$ cat src/hdl/cpa_pkg.sv
package cpa_pkg;

  // Field widths of the request and response transactions
  localparam int unsigned SIZE_W   = 21;
  localparam int unsigned IDX_W    = 8;
  localparam int unsigned STATUS_W = 2;
  localparam int unsigned COUNT_W  = 9;

  // Request kinds
  localparam logic KIND_ALLOC = 1'b0;
  localparam logic KIND_FREE  = 1'b1;

  // Response status codes
  localparam logic [STATUS_W-1:0] STATUS_OK      = 2'd0;
  localparam logic [STATUS_W-1:0] STATUS_ZERO    = 2'd1;
  localparam logic [STATUS_W-1:0] STATUS_NOSPACE = 2'd2;

  // Controller states
  typedef enum logic [2:0] {
    ST_CLEAR,
    ST_IDLE,
    ST_FREE_RD,
    ST_SIZE,
    ST_SCAN,
    ST_MARK,
    ST_UNMARK,
    ST_RESP
  } cpa_state_e;

endpackage

$ cat src/hdl/cpa_div.sv
// Page count: pages = ceil(bytes / PAGE_BYTES) by reciprocal multiplication.
// Two pipeline stages: done_o rises after start_i has passed through sum_vld_q and done_q.
module cpa_div
  import cpa_pkg::*;
#(
  parameter int unsigned PAGE_BYTES = 4096
) (
  input  logic              clk_i,
  input  logic              rst_ni,
  input  logic              start_i,
  input  logic [SIZE_W-1:0] dividend_i,
  output logic              done_o,
  output logic [SIZE_W-1:0] pages_o
);

  // Biased dividend width, shift and multiplier width for an exact floor quotient
  localparam int unsigned   XW    = SIZE_W + 1;
  localparam int unsigned   SH    = XW + $clog2(PAGE_BYTES);
  localparam int unsigned   MW    = XW + 2;
  localparam int unsigned   PW    = XW + MW;
  localparam logic [63:0]   RECIP = ((64'd1 << SH) / 64'(PAGE_BYTES)) + 64'd1;
  localparam logic [MW-1:0] MULT  = RECIP[MW-1:0];
  localparam logic [XW-1:0] ROUND = XW'(PAGE_BYTES - 1);

  logic [XW-1:0] sum_q, sum_d;
  logic          sum_vld_q;
  logic [PW-1:0] prod_q, prod_d;
  logic          done_q;

  // Bias by PAGE_BYTES - 1 so the floor quotient rounds up, then scale
  assign sum_d  = start_i ? ({1'b0, dividend_i} + ROUND) : sum_q;
  assign prod_d = {{MW{1'b0}}, sum_q} * {{XW{1'b0}}, MULT};

  always_ff @(posedge clk_i or negedge rst_ni) begin
    if (!rst_ni) begin
      sum_vld_q <= 1'b0;
      done_q    <= 1'b0;
    end else begin
      sum_vld_q <= start_i;
      done_q    <= sum_vld_q;
    end
  end

  always_ff @(posedge clk_i) begin
    sum_q  <= sum_d;
    prod_q <= prod_d;
  end

  assign done_o  = done_q;
  assign pages_o = SIZE_W'(prod_q >> SH);

endmodule
$ cat config.mk
export PLATFORM = sky130hd
export DESIGN_NAME = cpa_div
export DESIGN_NICKNAME = d
export VERILOG_FILES = /design/src/hdl/cpa_pkg.sv /design/src/hdl/cpa_div.sv
export SDC_FILE = /design/constraint.sdc
export NUM_CORES = 1
export LEC_CHECK = 0
export BUFFER_PORTS_ARGS = -buffer_cell sky130_fd_sc_hd__buf_4
export CORE_MARGIN = 8
export CORE_UTILIZATION = 35
export CTS_CLUSTER_SIZE = 12
export DETAILED_ROUTE_END_ITERATION = 10
export PLACE_DENSITY = 0.65
export SETUP_SLACK_MARGIN = 0.4
export SLEW_MARGIN = 10
export SYNTH_ARGS = -nofsm -noshare
export SYNTH_HDL_FRONTEND = slang
export SYNTH_SLANG_ARGS = --single-unit
$ cat constraint.sdc
create_clock -name clk_i -period 0.8 [get_ports clk_i]
set_input_delay 0.12 -clock clk_i [delete_from_list [all_inputs] [get_ports clk_i]]
set_output_delay 0.12 -clock clk_i [all_outputs]
set_load 0.1 [all_outputs]
==> impl_metrics.json, run 1 <==
{
  "power_frac_seq": 0.472,
  "outcome": "finished, violations left",
  "critical_path_required_ns": 0.68,
  "worst_setup_path_start_kind": "flip-flop",
  "achievable-frequency_mhz": 936,
  "final.min_clock_period_ns": 1.07,
  "clock_tree.htree_level_count": 1,
  "critical_r2r_launch": "sum_q[17]",
  "die_area_um2": 4370,
  "fin_nets": 132,
  "crit_start": "done_o",
  "crit_chain": "buf_12",
  "power_w": 0.00280,
  "power_switching_w": 0.00102,
  "fill_cells": 198,
  "avgViaCountPerCell": 4.23,
  "postLayoutCoreUtil": 0.614,
  "number_of_storage_elements_in_the_synthesis_netlist": 22,
  "clk_latency_ns": 0.29,
  "drcViolationCount": 0,
  "finalCritPeriodShare": 1.34,
  "power-per-cell-area_nw_per_um2": 1880,
  "cts.path.max_buffers": 2,
  "total_clock_sinks": 22,
  "detailedPlacementHpwl_um": 1480,
  "detail-route-antenna-nets": 0,
  "overflow": 0,
  "ir_worst_vdd_mv": 0.981,
  "clock_buffer_count_from_cts": 3,
  "clock_power_share": 0.167,
  "diodes": 0,
  "fp-row-count": 18,
  "post_drt_wl_per_cell_um": 12.5,
  "static_leakage_power_nw": 0.617,
  "netlist.area_leader.share": 0.342,
  "die_height_um": 66.1,
  "synthDistinctLibCells": 17,
  "1st_iter_drt_viols": 4,
  "internal_power_w": 0.00179,
  "final_number_of_hold_violating_endpoints": 0,
  "crit_family": "flip-flops",
  "grt_first_pass_wirelength_um": 2810,
  "worstSetupEndpointType": "primary output",
  "synth.top_cells.by_area": "sky130_fd_sc_hd__edfxtp_1, sky130_fd_sc_hd__dfxtp_1, sky130_fd_sc_hd__buf_4, sky130_fd_sc_hd__nor4_4, sky130_fd_sc_hd__xnor2_1",
  "start_util": 0.361,
  "grt_antenna_before_repair": 0,
  "finalWeightedCongestion": 0.645,
  "standard_cell_with_the_maximum_stage_delay_on_the_critical_path": "sky130_fd_sc_hd__dfrtp_4",
  "syn_inst": 62,
  "worst_hold_slack_ns": 0.0472,
  "grt_pass1_vias": 635,
  "num_vias": 579,
  "critical_path_class": "flip-flop to primary output",
  "flow.area_growth_from_synthesis_pct": 69.9,
  "failed_checks": "setup timing",
  "grt_start_max_net_pins": 13,
  "clkSlewWorstSetupHoldPaths_ns": 0.10,
  "min-delay-path-class": "input pin to flip-flop",
  "postSynthAreaPerCell_um2": 14.2,
  "power.switching_fraction": 0.363,
  "critical_path_arrival_ns": 0.95,
  "coreArea_um2": 2430,
  "worst_path_largest_cell_delay_ns": 0.50,
  "proportion_of_power_drawn_by_combinational_gates": 0.360,
  "timing.clock.skew_ns": 0.0119,
  "count_of_final_setup_violators": 20,
  "layout-drive-gt1-share": 0.654,
  "dr.pass1.iters": 3,
  "dpl_worst_slack_ns": -0.501,
  "yosysSeqAreaShare": 0.627,
  "numPortBuffers": 34,
  "cts_tree": "built",
  "worstPathMaxFanout": 1,
  "route.final.wire_length_um": 1710,
  "max_cap_viol_count": 0,
  "synthDominantAreaCellType": "sky130_fd_sc_hd__edfxtp_1",
  "hold_path.startpoint": "start_i",
  "critical_path.n_buffers_inverters": 1,
  "die_width_um": 66.1,
  "final-max-slew-violation-count": 0,
  "final.setup.worst_slack_ns": -0.269,
  "yosys_warnings": 0,
  "rsz0062_at_grt": "yes",
  "gr-usage-all-layers": 0.0821,
  "cts_setup_buffers": 0,
  "cts.root.buffer_cell": "sky130_fd_sc_hd__clkbuf_4",
  "i_o_pin_count": 46,
  "synthesis.area_um2": 878
}
[flip-flops by register name, indices dropped and copies added (netlist names)]
signal and count:
done_o 1, prod_q 10, sum_q 10, sum_vld_q 1
[through the flow]
step / area [µm²] / instances / TNS (ns)
after CTS: 1490 / 137 / -2.65
after floorplan: 957 / 72 / -2.18
after global placement: 1220 / 132 / -4.29
after detailed placement: 1220 / 132 / -4.47
after global routing: 1490 / 137 / -3.27
final: 1490 / 137 / -2.57
[cells in the mapped netlist]
master,number
sky130_fd_sc_hd__buf_4,11
sky130_fd_sc_hd__dfxtp_1,10
sky130_fd_sc_hd__edfxtp_1,10
sky130_fd_sc_hd__xnor2_1,7
sky130_fd_sc_hd__nand3_1,5
sky130_fd_sc_hd__nand4_1,3
sky130_fd_sc_hd__nor4_4,3
sky130_fd_sc_hd__and3_1,2
sky130_fd_sc_hd__dfrtp_1,2
sky130_fd_sc_hd__xor2_1,2
sky130_fd_sc_hd__and2_4,1
sky130_fd_sc_hd__buf_2,1
sky130_fd_sc_hd__conb_1,1
sky130_fd_sc_hd__inv_1,1
sky130_fd_sc_hd__nand2_1,1
sky130_fd_sc_hd__nand3_4,1
sky130_fd_sc_hd__nor2_1,1
[power groups by stage]
stage                     registers, W  clock network, W  logic, W
after floorplan                0.00167                 0  0.000318
after global placement         0.00132                 0  0.000848
after detailed placement       0.00133                 0  0.000856
after CTS                      0.00133          0.000488   0.00101
after global routing           0.00134          0.000528   0.00104
final                          0.00132          0.000468   0.00101
[layout make-up]
| type | count | area, µm² | area share |
|---|---|---|---|
| timing repair buffer | 43 | 489 | 0.328 |
| tap | 30 | 37.5 | 0.0251 |
| multi-input combinational | 37 | 344 | 0.231 |
| clock buffer | 3 | 22.5 | 0.0151 |
| inverter | 1 | 3.75 | 0.00251 |
| clock inverter | 1 | 3.75 | 0.00251 |
| sequential | 22 | 592 | 0.396 |
[worst paths after layout]
check | slack (ns) | to | depth (start not counted)
max | -0.27 | done_o | 1
min | 0.05 | sum_vld_q | 1
max reg2reg | 0.27 | prod_q[39] | 0
min reg2reg | 0.34 | prod_q[34] | 0
max in group asynchronous | 0.56 | done_o | 2
min in group asynchronous | 0.14 | done_o | 2
[metal layers]
layer	global-route usage	up-vias	part of all wire	wire length, µm
li1	-	283	-	-
met1	0.0761	261	0.33	563
met2	0.151	33	0.53	898
met3	0.0390	2	0.13	229
met4	0.0320	0	0.0094	16
met5	0	-	0	0
[logic make-up (layout without fill, tap and decap cells)]
kind of cell,Yosys count,after routing,synth area share
DFF,22,22,0.627
buffers and inverters,13,48,0.104
and+or+nand+nor,17,17,0.175
other,1,11,0.00427
xor gates and xnor gates,9,9,0.0897
[cells in the final DEF (no fill, tap or decap), drive strengths merged, types with 3 or more instances in the layout]
cell    synthesis  final
nand4           3      3
nand3           6      6
conb            1     11
buf            12     42
clkbuf          0      3
nor4            3      3
dfxtp          10     10
xnor2           7      7
edfxtp         10     10
[timing repair]
action,CTS,global route
resized for setup,51,1
gates cloned,0,0
hold endpoints to repair,2,0
setup endpoints to repair,32,32
hold buffers,1,0
pin swaps,12,4
No activity file was read; power rests on OpenSTA's default activity.
==> run 2: changes to the inputs <==
- BUFFER_PORTS_ARGS: -buffer_cell sky130_fd_sc_hd__buf_4 -> -buffer_cell sky130_fd_sc_hd__buf_2
==> impl_metrics.json, run 2 (same netlist as run 1, synthesis figures left out) <==
{
  "outcome": "finished, violations left",
  "failed_checks": "setup timing",
  "internal_power_w": 0.00185,
  "crit_start": "done_o",
  "start_util": 0.361,
  "grt_first_pass_wirelength_um": 2900,
  "clock_power_share": 0.202,
  "fp-row-count": 18,
  "clock_tree.htree_level_count": 1,
  "critical_path.n_buffers_inverters": 1,
  "clk_latency_ns": 0.30,
  "diodes": 0,
  "worst_setup_path_start_kind": "flip-flop",
  "die_width_um": 66.1,
  "finalCritPeriodShare": 1.36,
  "crit_family": "flip-flops",
  "min-delay-path-class": "input pin to flip-flop",
  "min_delay_path_depth": 1,
  "drcViolationCount": 0,
  "final_cell_mix": "sky130_fd_sc_hd__buf_2, sky130_fd_sc_hd__conb_1, sky130_fd_sc_hd__buf_12",
  "dpl_worst_slack_ns": -0.520,
  "proportion_of_power_drawn_by_combinational_gates": 0.337,
  "i_o_pin_count": 46,
  "worstSetupEndpointType": "primary output",
  "1st_iter_drt_viols": 13,
  "fill_cells": 207,
  "clock_buffer_count_from_cts": 3,
  "critical_path_arrival_ns": 0.97,
  "power.switching_fraction": 0.356,
  "avgViaCountPerCell": 4.13,
  "flow.area_growth_from_synthesis_pct": 61.7,
  "power-per-cell-area_nw_per_um2": 2020,
  "critical_path_depth": 1,
  "worst_hold_slack_ns": 0.0603,
  "gr-usage-all-layers": 0.0844,
  "ir_worst_vdd_mv": 1.37,
  "overflow": 0,
  "die_area_um2": 4370,
  "power_switching_w": 0.00102,
  "cell_depth_of_the_worst_flop_to_flop_path": 0,
  "coreArea_um2": 2430,
  "die_height_um": 66.1,
  "rsz0062_at_grt": "yes",
  "dr.pass1.iters": 2,
  "static_leakage_power_nw": 0.588,
  "detail-route-antenna-nets": 0,
  "critical_r2r_launch": "sum_q[17]",
  "worstPathMaxFanout": 1,
  "count_of_final_setup_violators": 20,
  "final.min_clock_period_ns": 1.09,
  "cts.root.buffer_cell": "sky130_fd_sc_hd__clkbuf_4",
  "worst_path_largest_cell_delay_ns": 0.50,
  "seqCellArea_um2": 592,
  "post_drt_wl_per_cell_um": 11.6,
  "final_number_of_hold_violating_endpoints": 0,
  "max_cap_viol_count": 0,
  "cts.path.max_buffers": 2,
  "grt_pass1_vias": 672,
  "layout-drive-gt1-share": 0.648,
  "largest_registers": "prod_q x10, sum_q x10",
  "final.setup.worst_slack_ns": -0.287,
  "power_frac_seq": 0.461,
  "postLayoutCoreUtil": 0.584,
  "grt_start_max_net_pins": 13,
  "achievable-frequency_mhz": 920,
  "fin_nets": 133,
  "final-max-slew-violation-count": 0,
  "hold_path.startpoint": "start_i",
  "multi_input_combinational_cell_area_um2": 309,
  "timing.clock.skew_ns": 0.00532,
  "critical_path_class": "flip-flop to primary output",
  "clkSlewWorstSetupHoldPaths_ns": 0.11,
  "crit_chain": "buf_12",
  "standard_cell_with_the_maximum_stage_delay_on_the_critical_path": "sky130_fd_sc_hd__dfrtp_4",
  "grt_antenna_before_repair": 0,
  "critical_path_required_ns": 0.68,
  "finalWeightedCongestion": 0.662,
  "cts_tree": "built",
  "total_clock_sinks": 22,
  "num_vias": 570,
  "mostFrequentLayoutCell": "sky130_fd_sc_hd__buf_2",
  "numPortBuffers": 34,
  "route.final.wire_length_um": 1600
}
==> run 2: cell types whose count changed in the layout (fill, tap and decap cells not counted), sizes merged <==
cell	delta
buf	+1
clkinv	-1
clkbuf	+1
==> run 2: final cells by class <==
class                           count  area share
Sequential cell                    22       0.417
Multi-Input combinational cell     37       0.218
Clock buffer                        4      0.0256
Inverter                            1     0.00264
Tap cell                           30      0.0264
Timing Repair Buffer               44       0.311
==> run 2: layer usage <==
metal,global-route usage,part of all wire,vias up
li1,-,-,284
met4,0.0400,0.015,0
met1,0.0817,0.35,247
met2,0.136,0.47,35
met5,0,0,-
met3,0.0559,0.16,4
==> run 2: timing repair <==
| item | CTS | global route |
|---|---|---|
| pin swaps | 10 | 5 |
| endpoints found under the setup margin | 32 | 32 |
| buffers inserted | 0 | 0 |
| hold buffers | 1 | 0 |
| endpoints found under the hold margin | 2 | 0 |
| gates resized for setup | 9 | 4 |
==> run 2: power groups by stage <==
stage	logic (W)	registers, W	clock network (W)
after floorplan	0.000318	0.00167	0
after global placement	0.000936	0.00135	0
after detailed placement	0.000945	0.00135	0
after CTS	0.000961	0.00132	0.000590
after global routing	0.00100	0.00134	0.000638
final	0.000967	0.00132	0.000578
==> run 2: final timing paths <==
check                              to  slack, ns
max                            done_o      -0.29
max in group asynchronous      done_o       0.57
min reg2reg                prod_q[34]       0.35
max reg2reg                prod_q[39]       0.30
min in group asynchronous      done_o       0.12
min                         sum_vld_q       0.06
==> run 2: metrics by stage <==
stage | setup TNS (ns) | std cells | power, W | cell area, µm²
global placement | -4.17 | 133 | 0.00228 | 1310
finish | -2.42 | 138 | 0.00287 | 1420
floorplan | -2.18 | 72 | 0.00199 | 957
CTS | -2.67 | 138 | 0.00287 | 1400
detailed placement | -4.64 | 133 | 0.00229 | 1310
global route | -3.09 | 138 | 0.00298 | 1420
==> run 3: changes to the inputs <==
- CAP_MARGIN: unset -> 10
- RECOVER_POWER: unset -> 100
==> impl_metrics.json, run 3 (same netlist as run 1, synthesis figures left out) <==
{
  "layout-drive-gt1-share": 0.620,
  "crit_chain": "buf_12",
  "finalWeightedCongestion": 0.662,
  "die_width_um": 66.1,
  "worstSetupEndpointType": "primary output",
  "post_drt_wl_per_cell_um": 11.5,
  "count_of_final_setup_violators": 20,
  "dr.pass1.iters": 2,
  "fill_cells": 210,
  "diodes": 0,
  "num_vias": 570,
  "crit_family": "flip-flops",
  "clock_buffer_count_from_cts": 3,
  "route.final.wire_length_um": 1590,
  "r2r_setup_slack_ns": 0.30,
  "critical_r2r_launch": "sum_q[17]",
  "avgViaCountPerCell": 4.13,
  "1st_iter_drt_viols": 12,
  "critical_path_class": "flip-flop to primary output",
  "grt_antenna_before_repair": 0,
  "cts.root.buffer_cell": "sky130_fd_sc_hd__clkbuf_4",
  "worst_setup_path_start_kind": "flip-flop",
  "gr-usage-all-layers": 0.0844,
  "critical_path.n_buffers_inverters": 1,
  "cts_tree": "built",
  "final-max-slew-violation-count": 0,
  "total_clock_sinks": 22,
  "max_cap_viol_count": 0,
  "coreArea_um2": 2430,
  "seqCellArea_um2": 592,
  "critical_path_required_ns": 0.68,
  "max_slew_margin": 0.635,
  "die_area_um2": 4370,
  "fp-row-count": 18,
  "power-per-cell-area_nw_per_um2": 2030,
  "standard_cell_with_the_maximum_stage_delay_on_the_critical_path": "sky130_fd_sc_hd__dfrtp_4",
  "failed_checks": "setup timing",
  "min-delay-path-class": "input pin to async pin",
  "fin_nets": 133,
  "outcome": "finished, violations left",
  "grt_first_pass_wirelength_um": 2900,
  "i_o_pin_count": 46,
  "mostFrequentLayoutCell": "sky130_fd_sc_hd__buf_2",
  "cell_depth_of_the_worst_flop_to_flop_path": 0,
  "worstPathMaxFanout": 1,
  "critical_path_arrival_ns": 0.97,
  "largest_registers": "prod_q x10, sum_q x10",
  "numPortBuffers": 34,
  "grt_pass1_vias": 672,
  "postPlaceCellArea_um2": 1310,
  "final.setup.worst_slack_ns": -0.288,
  "final_cell_mix": "sky130_fd_sc_hd__buf_2, sky130_fd_sc_hd__conb_1, sky130_fd_sc_hd__buf_12",
  "die_height_um": 66.1,
  "rsz0062_at_grt": "yes",
  "r2r-end": "prod_q[39]",
  "clk_latency_ns": 0.30,
  "final.min_clock_period_ns": 1.09,
  "final_design_area_no_fill_um2": 1410,
  "finalCritPeriodShare": 1.36,
  "drcViolationCount": 0,
  "cts.path.max_buffers": 2,
  "ir_worst_vdd_mv": 1.37,
  "clock_tree.htree_level_count": 1,
  "timing.clock.skew_ns": 0.00561,
  "final_number_of_hold_violating_endpoints": 0,
  "achievable-frequency_mhz": 919,
  "multi_input_combinational_cell_area_um2": 304,
  "overflow": 0,
  "worst_path_largest_cell_delay_ns": 0.50,
  "worst_hold_slack_ns": 0.123,
  "tightest_slew_ns": 0.547,
  "start_util": 0.361,
  "cts_setup_buffers": 0,
  "grt_start_max_net_pins": 13,
  "clkSlewWorstSetupHoldPaths_ns": 0.11,
  "flow.area_growth_from_synthesis_pct": 60.8,
  "detail-route-antenna-nets": 0,
  "static_leakage_power_nw": 0.582
}
==> run 3: cell count changes in the layout (fill, tap and decap cells not counted) <==
| cell | before | now |
|---|---|---|
| sky130_fd_sc_hd__nand3_2 | 4 | 3 |
| sky130_fd_sc_hd__buf_2 | 19 | 17 |
| sky130_fd_sc_hd__clkbuf_1 | 0 | 2 |
| sky130_fd_sc_hd__nand3_1 | 1 | 2 |
==> run 3: routing by layer <==
layer / global-route usage / vias up / share of wire
met3: 0.0559 / 4 / 0.16
met2: 0.136 / 35 / 0.47
li1: - / 283 / -
met5: 0 / - / 0
met4: 0.0400 / 0 / 0.015
met1: 0.0817 / 248 / 0.35
==> run 3: power breakdown <==
part / switching [W] / internal, W
Clock: 0.000301 / 0.000278
Combinational: 0.000674 / 0.000291
Sequential: 0.0000450 / 0.00128
Total: 0.00102 / 0.00184
==> run 3: repair_timing <==
action,4_1_cts,5_1_grt
endpoints found under the hold margin,2,0
hold buffers,1,0
resized for setup,9,4
pin swaps,10,5
setup endpoints to repair,32,32
==> run 3: area by class of cell <==
cell class	instances	area share
clock buffer	4	0.0257
tap	30	0.0266
timing repair buffer	44	0.311
multi-input combinational	37	0.215
sequential	22	0.419
inverter	1	0.00266
==> run 3: how the worst max path moves through the flow <==
stage | start | to | slack (ns) | cells after the start
CTS | done_o | done_o | -0.29 | 1
global route | done_o | done_o | -0.32 | 1
floorplan | dividend_i[1] | sum_q[21] | -0.33 | 4
global placement | dividend_i[7] | sum_q[18] | -0.45 | 6
finish | done_o | done_o | -0.29 | 1
detailed placement | dividend_i[7] | sum_q[15] | -0.52 | 6
==> run 3: stage by stage <==
stage               utilization  power, W  cells  TNS [ns]  setup slack, ns
finish                    0.581   0.00287    138     -2.32           -0.288
global route              0.581   0.00297    138     -3.00           -0.324
CTS                       0.576   0.00287    138     -2.67           -0.293
detailed placement        0.539   0.00229    133     -4.64           -0.520
global placement          0.539   0.00228    133     -4.17           -0.450
floorplan                     -   0.00199     72     -2.18           -0.325
